<file path="config.mk">
export PLATFORM = sky130hd
export DESIGN_NAME = odfm_ram
export DESIGN_NICKNAME = d
export VERILOG_FILES = /design/src/rtl/odfm_ram.sv
export SDC_FILE = /design/constraint.sdc
export NUM_CORES = 1
export LEC_CHECK = 0
export BUFFER_PORTS_ARGS = -buffer_cell sky130_fd_sc_hd__clkbuf_2
export CAP_MARGIN = 0
export CORE_UTILIZATION = 36
export CTS_CLUSTER_SIZE = 24
export DETAILED_ROUTE_END_ITERATION = 6
export GPL_ROUTABILITY_DRIVEN = 1
export PLACE_DENSITY = 0.5
export SYNTH_ARGS = -nofsm -noshare
export SYNTH_HDL_FRONTEND = slang
export SYNTH_SLANG_ARGS = --single-unit
</file>
<file path="constraint.sdc">
create_clock -name clk_i -period 7.75 [get_ports clk_i]
set_input_delay 2.325 -clock clk_i [delete_from_list [all_inputs] [get_ports clk_i]]
set_output_delay 2.325 -clock clk_i [all_outputs]
set_load 0.005 [all_outputs]
</file>
<file path="src/rtl/odfm_ram.sv">
// ----------------------------------------------------------------------------
// odfm_ram
// Generic simple dual-port RAM: one write port, one read port with a
// registered read.
// ----------------------------------------------------------------------------
module odfm_ram #(
  parameter int unsigned WIDTH = 1,
  parameter int unsigned DEPTH = 256
) (
  input  logic                     clk_i,
  input  logic                     we_i,
  input  logic [$clog2(DEPTH)-1:0] waddr_i,
  input  logic [WIDTH-1:0]         wdata_i,
  input  logic [$clog2(DEPTH)-1:0] raddr_i,
  output logic [WIDTH-1:0]         rdata_o
);

  logic [WIDTH-1:0] mem_q [DEPTH];

  always_ff @(posedge clk_i) begin
    if (we_i) begin
      mem_q[waddr_i] <= wdata_i;
    end
    rdata_o <= mem_q[raddr_i];
  end

endmodule

</file>
# --- After elaboration in Yosys (flattened, before gate mapping) ---
# Memories as Yosys holds them, arrays and structs flattened. A register that Yosys moved wholly into a read port is not among the register bits.
# Index checks and enable logic that the tools add are counted.
classes:
  n_mux: 2
op_table:
  columns: ["op", "n"]
  rows:
  - ["$mux W1", 2]
word_totals:
  register_bits: 0
  ram_bits: 256
  word_cells: 3
  memories: 1
mem_list:
  columns: ["name", "words", "width", "rd", "rd_ports_with_merged_regs", "write_ports", "line", "text"]
  rows:
  - ["mem_q", 256, 1, 1, 1, 1, "18", "logic [WIDTH-1:0] mem_q [DEPTH];"]

# --- Longest topological paths before layout ---
# Gate-level depths: netlist of run 1.
depth:
  depth_word: 2
  mapped_depth: 10

# --- Worst setup path before layout of run 1 ---
# Ideal clock, no wire load.
synth_timing:
  kind: "in2reg"
  start: "in raddr_i[0]"
  end: "reg rdata_o (read register of mem_q)"
  setup_ps: 129
  arrival_ps: 3971
  required_ps: 7621
  path_slack_ps: 3650
  stages: 8
  path_cell_list: "buf_6 buf_6 mux4_2 mux4_2 mux2i_1 o22ai_1 a21oi_1 a22oi_1"
synth_rtl:
  columns: ["item", "line", "text"]
  rows:
  - ["from (decl)", "14", "input logic [$clog2(DEPTH)-1:0] raddr_i,"]
  - ["to (decl)", "15", "output logic [WIDTH-1:0] rdata_o"]

==> flow_summary_export.csv, run 1 <==
group,metric,value,unit
sta,slew_headroom,16.0,%
worst_setup_path,crit_required,8.16,ns
global_route,grt_max_degree,144,
detailed_routing,postRouteAntennaNets,0,
clock_tree,root_buffer,"clkbuf_16",
clock_tree,cts_sinks,257,
worst_setup_path,worst_setup_path_start_kind,"input pin",
power_and_ir_drop,swShare,20.4,%
power_and_ir_drop,pwr-share-comb,4.8,%
worst_setup_path,crit_type,"input pin to register",
clock_tree,clk_latency,0.54,ns
placement,port_buffers,19,
floorplanning,core,0.0305,mm²
synthesis,synth_seq_cells,257,
synthesis,async_flop_share,0,%
outcome,status,"completed",
sta,fmax,0.216,GHz
detailed_routing,avgRoutedWirePerCell,22.7,µm
floorplanning,die-area,0.0316,mm²
synthesis,syn_area,0.0111,mm²
sta,fin_skew,0.0105,ns
floorplanning,rows,64,
clock_tree,cts_max_level,1,
clock_tree,ctsLongestPathBuffers,3,
power_and_ir_drop,cellLeakagePower,0.00380,µW
worst_setup_path,end_kind,"register",
power_and_ir_drop,p_per_area,248,mW/mm²
sta,whs,1.00,ns
placement,place_congestion,0.759,
power_and_ir_drop,power_frac_clock,45.4,%
synthesis,synth.most_common_cell,"nor2_1",
detailed_routing,num_vias,6556,
sta,finalCritPeriodShare,59.7,%
synthesis,yosysTopAreaCellShare,69.1,%
power_and_ir_drop,ir_drop,0.157,mV
global_route,overflow,0,
synthesis,synthTopCellsByArea,"edfxtp_1, nor2_1, mux4_2, mux2i_1, clkbuf_1",
power_and_ir_drop,net-switching-power,630,µW
worst_setup_path,worstPathMaxFanout,43,
clock_tree,ctsHoldBuffers,0,
sta,hold_viol_final,0,
synthesis,synth.avg_cell_area,14.1,µm²
global_route,grt_pass1_vias,6773,
clock_tree,postCtsSetupBuffers,0,
floorplanning,fp.dieW,178,µm
power_and_ir_drop,p_seq_share,49.8,%
detailed_routing,first_pass_iters,5,
clock_tree,post_cts_resized,0,
synthesis,synth_top_flop_cell,"edfxtp_1",
global_route,antenna_found_initial,0,
clock_tree,numCtsBuffers,28,
cells_and_area,nFillCells,2770,
min_path,holdCritPathClass,"register to register",
sta,finalSetupViolations,0,
cells_and_area,drive_gt1_share,13.4,%
worst_setup_path,r2r-start,"mem_q[195]",
floorplanning,die_h,178,µm
synthesis,yosysTopAreaCell,"edfxtp_1",
cells_and_area,fin_nets,802,
sta,fin_setup_tns,0,ns
cells_and_area,syn_to_final_growth,11.8,%
floorplanning,initial_core_util,36.5,%
synthesis,syn-num-nets,807,
worst_setup_path,startpoint,"raddr_i[1]",
synthesis,netlist_instances,788,
synthesis,synth_edf_count,256,
power_and_ir_drop,p_int,2450,µW
sta,drv_slew,0,
min_path,min_from,"mem_q[180]",
detailed_routing,drc,0,
placement,hpwlAfterDp,15900,µm
cells_and_area,diodes,0,
worst_setup_path,cp_data_arrival_time,5.03,ns
sta,rsz0062_at_grt,"no",
global_route,grt_pass1_wl,40900,µm
detailed_routing,routed_wl,27200,µm
flow_run,drv_cap,0,
clock_tree,cts_tree,"done",
synthesis,yosys-top-cells-count,"nor2_1, edfxtp_1, mux2i_1, mux4_2, clkbuf_1",
clock_tree,clk_pin_slew_worst_paths,0.06,ns
sta,finalCriticalPeriod,4.62,ns
detailed_routing,viasPerCell,5.47,
synthesis,yosys.cell_types.count,35,
global_route,grtUsageTotal,17.8,%
sta,tightest_slew,1.26,ns
detailed_routing,drt_iter0_drc,497,
synthesis,synth-seq-area-share,69.3,%
synthesis,yosys_warnings,0,
floorplanning,pin_count,20,
power groups by stage:
| stage | clock network, µW | logic, µW | registers (µW) |
|---|---|---|---|
| 2_1_floorplan | 0 | 90.8 | 1560 |
| 3_3_place_gp | 0 | 145 | 1560 |
| 3_5_place_dp | 0 | 148 | 1560 |
| 4_1_cts | 1430 | 149 | 1530 |
| 5_1_grt | 1470 | 160 | 1530 |
| 6_report | 1400 | 147 | 1530 |
cell families (layout without fill, tap and decap cells):
logic type / count (synthesis) / after routing / share of synthesized area [%]
flops: 257 / 257 / 69.3
buf+inv: 57 / 72 / 2.50
mux: 94 / 94 / 13.2
compound gates: 50 / 50 / 3.11
simple gates: 330 / 330 / 11.9
registers in the layout, summed over array words and instances (netlist names):
name	flops
rdata_o	1
mem_q	256
area by class of cell:
type	count	area, µm²	share of cell area [%]
clock buffers	35	778	6.25
clock inverters	15	196	1.58
inverters	1	3.75	0.0302
multi-input cells	474	3140	25.3
flip-flops and latches	257	7710	61.9
well taps	396	495	3.98
repair buffers	21	121	0.975
metal layers:
metal,GRT usage [%],share of wire (%),up-vias,wire length (µm)
met5,0,0,-,0
met4,4.27,1.8,0,497
met3,2.16,4.8,42,1310
met2,31.1,50,196,13700
met1,23.6,43,3413,11700
li1,-,-,2905,-
path summary, 6_finish.rpt:
kind	depth (start not counted)	to	slack, ns
max	8	rdata_o	3.13
min	6	rdata_o	1.00
max reg2reg	6	rdata_o	5.67
min reg2reg	6	rdata_o	1.00
critical path, cell delays in order:
cell      delay [ns]
buf_4           0.59
buf_4           0.51
mux4_2          0.55
a22o_1          0.27
nor4_1          0.26
a311oi_1        0.09
a31oi_1         0.21
a22oi_1         0.11
through the flow:
step | cell area, µm² | total power (µW) | worst slack, ns | utilization [%] | instances
2_1_floorplan | 11100 | 1650 | 3.65 | - | 788
3_3_place_gp | 11500 | 1710 | 2.68 | 37.6 | 1149
3_5_place_dp | 11500 | 1710 | 2.61 | 37.6 | 1149
4_1_cts | 12400 | 3110 | 3.18 | 40.8 | 1199
5_1_grt | 12400 | 3170 | 2.97 | 40.8 | 1199
6_report | 12400 | 3080 | 3.13 | 40.8 | 1199
cells in the final DEF, fill, tap and decap left out, types with 2 or more instances in the layout:
cell type,count
nor3_1,3
a22o_1,6
clkbuf_2,16
mux4_2,42
a311oi_1,2
nor2_1,268
a21oi_1,2
a31oi_1,3
clkbuf_1,3
nand3_1,12
clkinv_1,3
mux2i_1,51
bufinv_16,5
nor4_1,5
o21ai_0,2
nand2_1,23
o22ai_1,23
a2111oi_0,2
clkbuf_8,3
clkinv_2,7
nor2b_1,9
nand3b_1,3
clkbuf_16,29
edfxtp_1,256
a22oi_1,8
buf_4,4
Note: power is estimated with default switching activity, not from simulation.
==> inputs of run 2 (changes only) <==
clock period = 4.3 ns   (was 7.75 ns; I/O delays follow)
==> flow_summary_export.csv, run 2 (synthesis gave the netlist of run 1 again) <==
group,metric,value,unit
floorplanning,core,0.0305,mm²
clock_tree,cts_sinks,257,
worst_setup_path,critPathMaxStageDelay,0.63,ns
global_route,grtUsageTotal,18.1,%
cells_and_area,final_cell_mix,"nor2_1, edfxtp_1, mux2i_1",
power_and_ir_drop,ir_drop,0.304,mV
clock_tree,root_buffer,"clkbuf_16",
worst_setup_path,cp_data_arrival_time,3.82,ns
global_route,grt_pass1_wl,41800,µm
worst_setup_path,crit_required,4.70,ns
clock_tree,cts_max_level,1,
min_path,hold_path_depth,5,
clock_tree,cts_tree,"done",
cells_and_area,layout_commonest_cell,"nor2_1",
detailed_routing,num_vias,6668,
cells_and_area,drive_gt1_share,14.9,%
sta,hold_viol_final,0,
cells_and_area,diodes,0,
floorplanning,rows,64,
detailed_routing,postRouteAntennaNets,0,
cells_and_area,largest_register_ffs,256,
detailed_routing,first_pass_iters,5,
clock_tree,post_cts_resized,0,
sta,slew_headroom,32.8,%
worst_setup_path,reg2reg_slack,1.98,ns
worst_setup_path,path_buf_inv,1,
cells_and_area,regMostFlops,"mem_q",
worst_setup_path,end_kind,"register",
cells_and_area,final_cell_count_no_fill,1215,
placement,place_congestion,0.771,
clock_tree,numCtsBuffers,29,
global_route,antenna_found_initial,0,
placement,port_buffers,19,
clock_tree,clk_latency,0.55,ns
sta,finalCritPeriodShare,79.7,%
sta,finalCriticalPeriod,3.43,ns
detailed_routing,viasPerCell,5.49,
floorplanning,die-area,0.0316,mm²
flow_run,drv_cap,0,
sta,fin_skew,0.00789,ns
placement,dp_cells,1162,
worst_setup_path,ff2ff_path_depth,6,
clock_tree,ctsHoldBuffers,0,
worst_setup_path,worst_setup_path_start_kind,"input pin",
worst_setup_path,r2r-start,"mem_q[75]",
floorplanning,die_h,178,µm
sta,drv_slew,0,
worst_setup_path,rr_endpoint,"rdata_o",
worst_setup_path,worstPathCellList,"buf_4 -> or3b_1 -> o22ai_1 -> nor4_1 -> a31oi_1 -> a311oi_1 -> a22oi_1",
detailed_routing,drc,0,
min_path,min_from,"mem_q[179]",
sta,finalSetupViolations,0,
floorplanning,fp.dieW,178,µm
sta,tightest_slew,1.01,ns
cells_and_area,fin_nets,816,
min_path,hold_end,"rdata_o",
worst_setup_path,slowest_stage,"or3b_1",
sta,fin_setup_tns,0,ns
clock_tree,postCtsSetupBuffers,0,
detailed_routing,avgRoutedWirePerCell,22.9,µm
worst_setup_path,cp_top_family,"simple AND/OR/NAND/NOR gates",
min_path,holdCritPathClass,"register to register",
power_and_ir_drop,cellLeakagePower,0.00385,µW
cells_and_area,reg_top3,"mem_q (256), rdata_o (1)",
outcome,status,"completed",
global_route,grt_pass1_vias,6836,
global_route,grt_max_degree,157,
global_route,overflow,0,
cells_and_area,syn_to_final_growth,12.7,%
worst_setup_path,worstPathMaxFanout,37,
floorplanning,pin_count,20,
placement,hpwlAfterDp,16400,µm
floorplanning,initial_core_util,36.5,%
sta,rsz0062_at_grt,"no",
power_and_ir_drop,p_per_area,442,mW/mm²
clock_tree,ctsLongestPathBuffers,3,
detailed_routing,routed_wl,27800,µm
clock_tree,clk_pin_slew_worst_paths,0.06,ns
sta,fmax,0.292,GHz
worst_setup_path,crit_type,"input pin to register",
detailed_routing,drt_iter0_drc,601,
-- run 2: cell count changes in the layout (fill, tap and decap cells not counted), sizes merged --
cell / delta
clkbuf: -1
buf: +13
clkinvlp: +2
clkinv: +2
-- run 2: per-layer routing --
| layer | track usage, % | vias to the layer above | part of all wire (%) |
|---|---|---|---|
| li1 | - | 2932 | - |
| met1 | 23.2 | 3480 | 42 |
| met2 | 32.0 | 201 | 51 |
| met3 | 2.14 | 55 | 4.9 |
| met4 | 5.41 | 0 | 2.6 |
| met5 | 0 | - | 0 |
-- run 2: report_power, final --
group,switching (µW),internal (µW)
registers,1.93,2760
clock network,981,1530
logic,185,91.1
total,1170,4380
-- run 2: final cells by class --
| cell class | instances | area [µm²] |
|---|---|---|
| Fill cell | 2775 | 18000 |
| Sequential cell | 257 | 7710 |
| Multi-Input combinational cell | 474 | 3140 |
| Clock buffer | 34 | 744 |
| Tap cell | 396 | 495 |
| Timing Repair Buffer | 34 | 231 |
| Clock inverter | 19 | 221 |
| Inverter | 1 | 3.75 |
-- run 2: worst max-delay path by stage --
stage	slack [ns]	endpoint	cells after the start	from
after floorplan	1.24	rdata_o	8	raddr_i[0]
after global placement	0.44	rdata_o	7	raddr_i[0]
after detailed placement	0.37	rdata_o	7	raddr_i[0]
after CTS	0.93	rdata_o	7	raddr_i[0]
after global routing	0.79	rdata_o	7	raddr_i[0]
final	0.87	rdata_o	7	raddr_i[0]
-- run 2: per-stage QoR --
stage / total power, µW / utilization (%) / hold WS, ns / area, µm² / worst slack (ns)
2_1_floorplan: 2980 / - / 0.806 / 11100 / 1.24
3_3_place_gp: 3090 / 38.0 / 0.945 / 11600 / 0.443
3_5_place_dp: 3090 / 38.0 / 0.964 / 11600 / 0.367
4_1_cts: 5590 / 41.1 / 0.974 / 12500 / 0.926
5_1_grt: 5690 / 41.1 / 1.06 / 12500 / 0.789
6_report: 5550 / 41.1 / 1.00 / 12500 / 0.873
-- run 2: worst register-to-register path, cell delays in order (launching register included) --
cell	delay [ns]
edfxtp_1	0.36
mux4_2	0.46
a22o_1	0.27
nor4_1	0.32
a31oi_1	0.08
a311oi_1	0.49
a22oi_1	0.19
==> inputs of run 3 (changes only) <==
PLACE_DENSITY = 0.51   (was 0.5)
clock period = 2.9 ns   (was 4.3 ns; I/O delays follow)
==> flow_summary_export.csv, run 3 (synthesis gave the netlist of run 1 again) <==
group,metric,value,unit
cells_and_area,layout_commonest_cell,"nor2_1",
min_path,holdCritPathClass,"input pin to register",
cells_and_area,regMostFlops,"mem_q",
global_route,overflow,0,
clock_tree,postCtsSetupBuffers,0,
flow_run,drv_cap,0,
sta,finalCriticalPeriod,2.50,ns
power_and_ir_drop,p_per_area,614,mW/mm²
clock_tree,clk_pin_slew_worst_paths,0.06,ns
worst_setup_path,reg2reg_slack,0.76,ns
detailed_routing,first_pass_iters,6,
global_route,grt_pass1_vias,6726,
worst_setup_path,critPathMaxStageDelay,0.59,ns
clock_tree,ctsHoldBuffers,0,
worst_setup_path,rr_endpoint,"rdata_o",
clock_tree,cts_sinks,257,
sta,drv_slew,0,
worst_setup_path,crit_type,"input pin to register",
sta,fmax,0.399,GHz
global_route,grtUsageTotal,18.7,%
floorplanning,die_h,178,µm
floorplanning,fp.dieW,178,µm
detailed_routing,routed_wl,28300,µm
sta,fin_skew,0.0129,ns
worst_setup_path,r2r-start,"mem_q[220]",
power_and_ir_drop,ir_drop,0.359,mV
power_and_ir_drop,totalPowerFinal,7900,µW
placement,port_buffers,19,
global_route,antenna_found_initial,1,
floorplanning,rows,64,
clock_tree,numCtsBuffers,28,
detailed_routing,drc,0,
placement,place_congestion,0.752,
floorplanning,pin_count,20,
clock_tree,cts_tree,"done",
detailed_routing,num_vias,6666,
placement,hpwlAfterDp,16700,µm
detailed_routing,postRouteAntennaNets,0,
clock_tree,ctsLongestPathBuffers,3,
cells_and_area,fin_util,42.2,%
power_and_ir_drop,cellLeakagePower,0.00404,µW
worst_setup_path,end_kind,"register",
clock_tree,root_buffer,"clkbuf_16",
floorplanning,core,0.0305,mm²
clock_tree,post_cts_resized,0,
cells_and_area,fin_nets,862,
clock_tree,clk_latency,0.55,ns
worst_setup_path,cp-endpoint,"rdata_o",
cells_and_area,reg_top3,"mem_q (256), rdata_o (1)",
detailed_routing,drt_iter0_drc,534,
worst_setup_path,ff2ff_path_depth,6,
sta,finalSetupViolations,0,
sta,rsz0062_at_grt,"no",
sta,fin_setup_tns,0,ns
global_route,grt_pass1_wl,43000,µm
sta,hold_viol_final,0,
cells_and_area,syn_to_final_growth,15.7,%
cells_and_area,final_cell_mix,"nor2_1, edfxtp_1, buf_4",
worst_setup_path,worstPathCellList,"buf_4 -> buf_12 -> buf_12 -> buf_4 -> mux2i_1 -> o22ai_1 -> nor4_1 -> a2111oi_0 -> a21oi_1 -> a22oi_1",
sta,whs,0.775,ns
cells_and_area,largest_register_ffs,256,
worst_setup_path,slowest_stage,"a2111oi_0",
worst_setup_path,crit_required,3.36,ns
clock_tree,cts_max_level,1,
global_route,grt_max_degree,91,
worst_setup_path,worst_setup_path_start_kind,"input pin",
sta,slew_headroom,53.8,%
outcome,status,"completed",
sta,finalCritPeriodShare,86.3,%
worst_setup_path,worstPathMaxFanout,24,
floorplanning,die-area,0.0316,mm²
sta,tightest_slew,0.693,ns
worst_setup_path,startpoint,"raddr_i[0]",
floorplanning,initial_core_util,36.5,%
detailed_routing,viasPerCell,5.29,
worst_setup_path,cp_data_arrival_time,2.96,ns
detailed_routing,avgRoutedWirePerCell,22.5,µm
cells_and_area,drive_gt1_share,18.7,%
cells_and_area,diodes,0,
-- run 3: worst min path at each step --
stage	startpoint	end	slack, ns	cells after the start
after CTS	raddr_i[7]	rdata_o	0.75	3
after global placement	mem_q[148]	rdata_o	1.0	6
after floorplan	mem_q[181]	rdata_o	0.81	6
final	raddr_i[7]	rdata_o	0.78	3
after global routing	raddr_i[7]	rdata_o	0.79	3
after detailed placement	mem_q[119]	rdata_o	1.01	6
-- run 3: worst max-delay path: cells and delay by family --
kind / cells / cell delay [ns]
buffers and inverters: 4 / 0.83
AOI/OAI and AO/OA: 4 / 1.06
muxes: 1 / 0.08
and+or+nand+nor: 1 / 0.08
-- run 3: final cells by class --
class | count | area, µm²
Timing Repair Buffer | 81 | 672
Clock inverter | 17 | 106
Clock buffer | 35 | 748
Tap cell | 396 | 495
Inverter | 1 | 3.75
Fill cell | 2780 | 17600
Multi-Input combinational cell | 474 | 3140
Sequential cell | 257 | 7710
-- run 3: routing by layer --
| metal | wire (µm) | global-route usage (%) |
|---|---|---|
| met5 | 0 | 0 |
| met4 | 648 | 5.80 |
| met1 | 12300 | 25.3 |
| met3 | 1320 | 2.25 |
| met2 | 14000 | 31.3 |
-- run 3: power breakdown --
part / switching (µW) / total (µW) / internal, µW
registers: 4.10 / 4100 / 4090
logic: 282 / 460 / 178
clock network: 1440 / 3340 / 1910
-- run 3: through the flow --
step / cells / setup slack, ns / instance area (µm²)
2_1_floorplan: 788 / 0.255 / 11100
3_3_place_gp: 1209 / -0.197 / 12000
3_5_place_dp: 1209 / -0.135 / 12000
4_1_cts: 1261 / 0.411 / 12900
5_1_grt: 1261 / 0.243 / 12900
6_report: 1261 / 0.396 / 12900
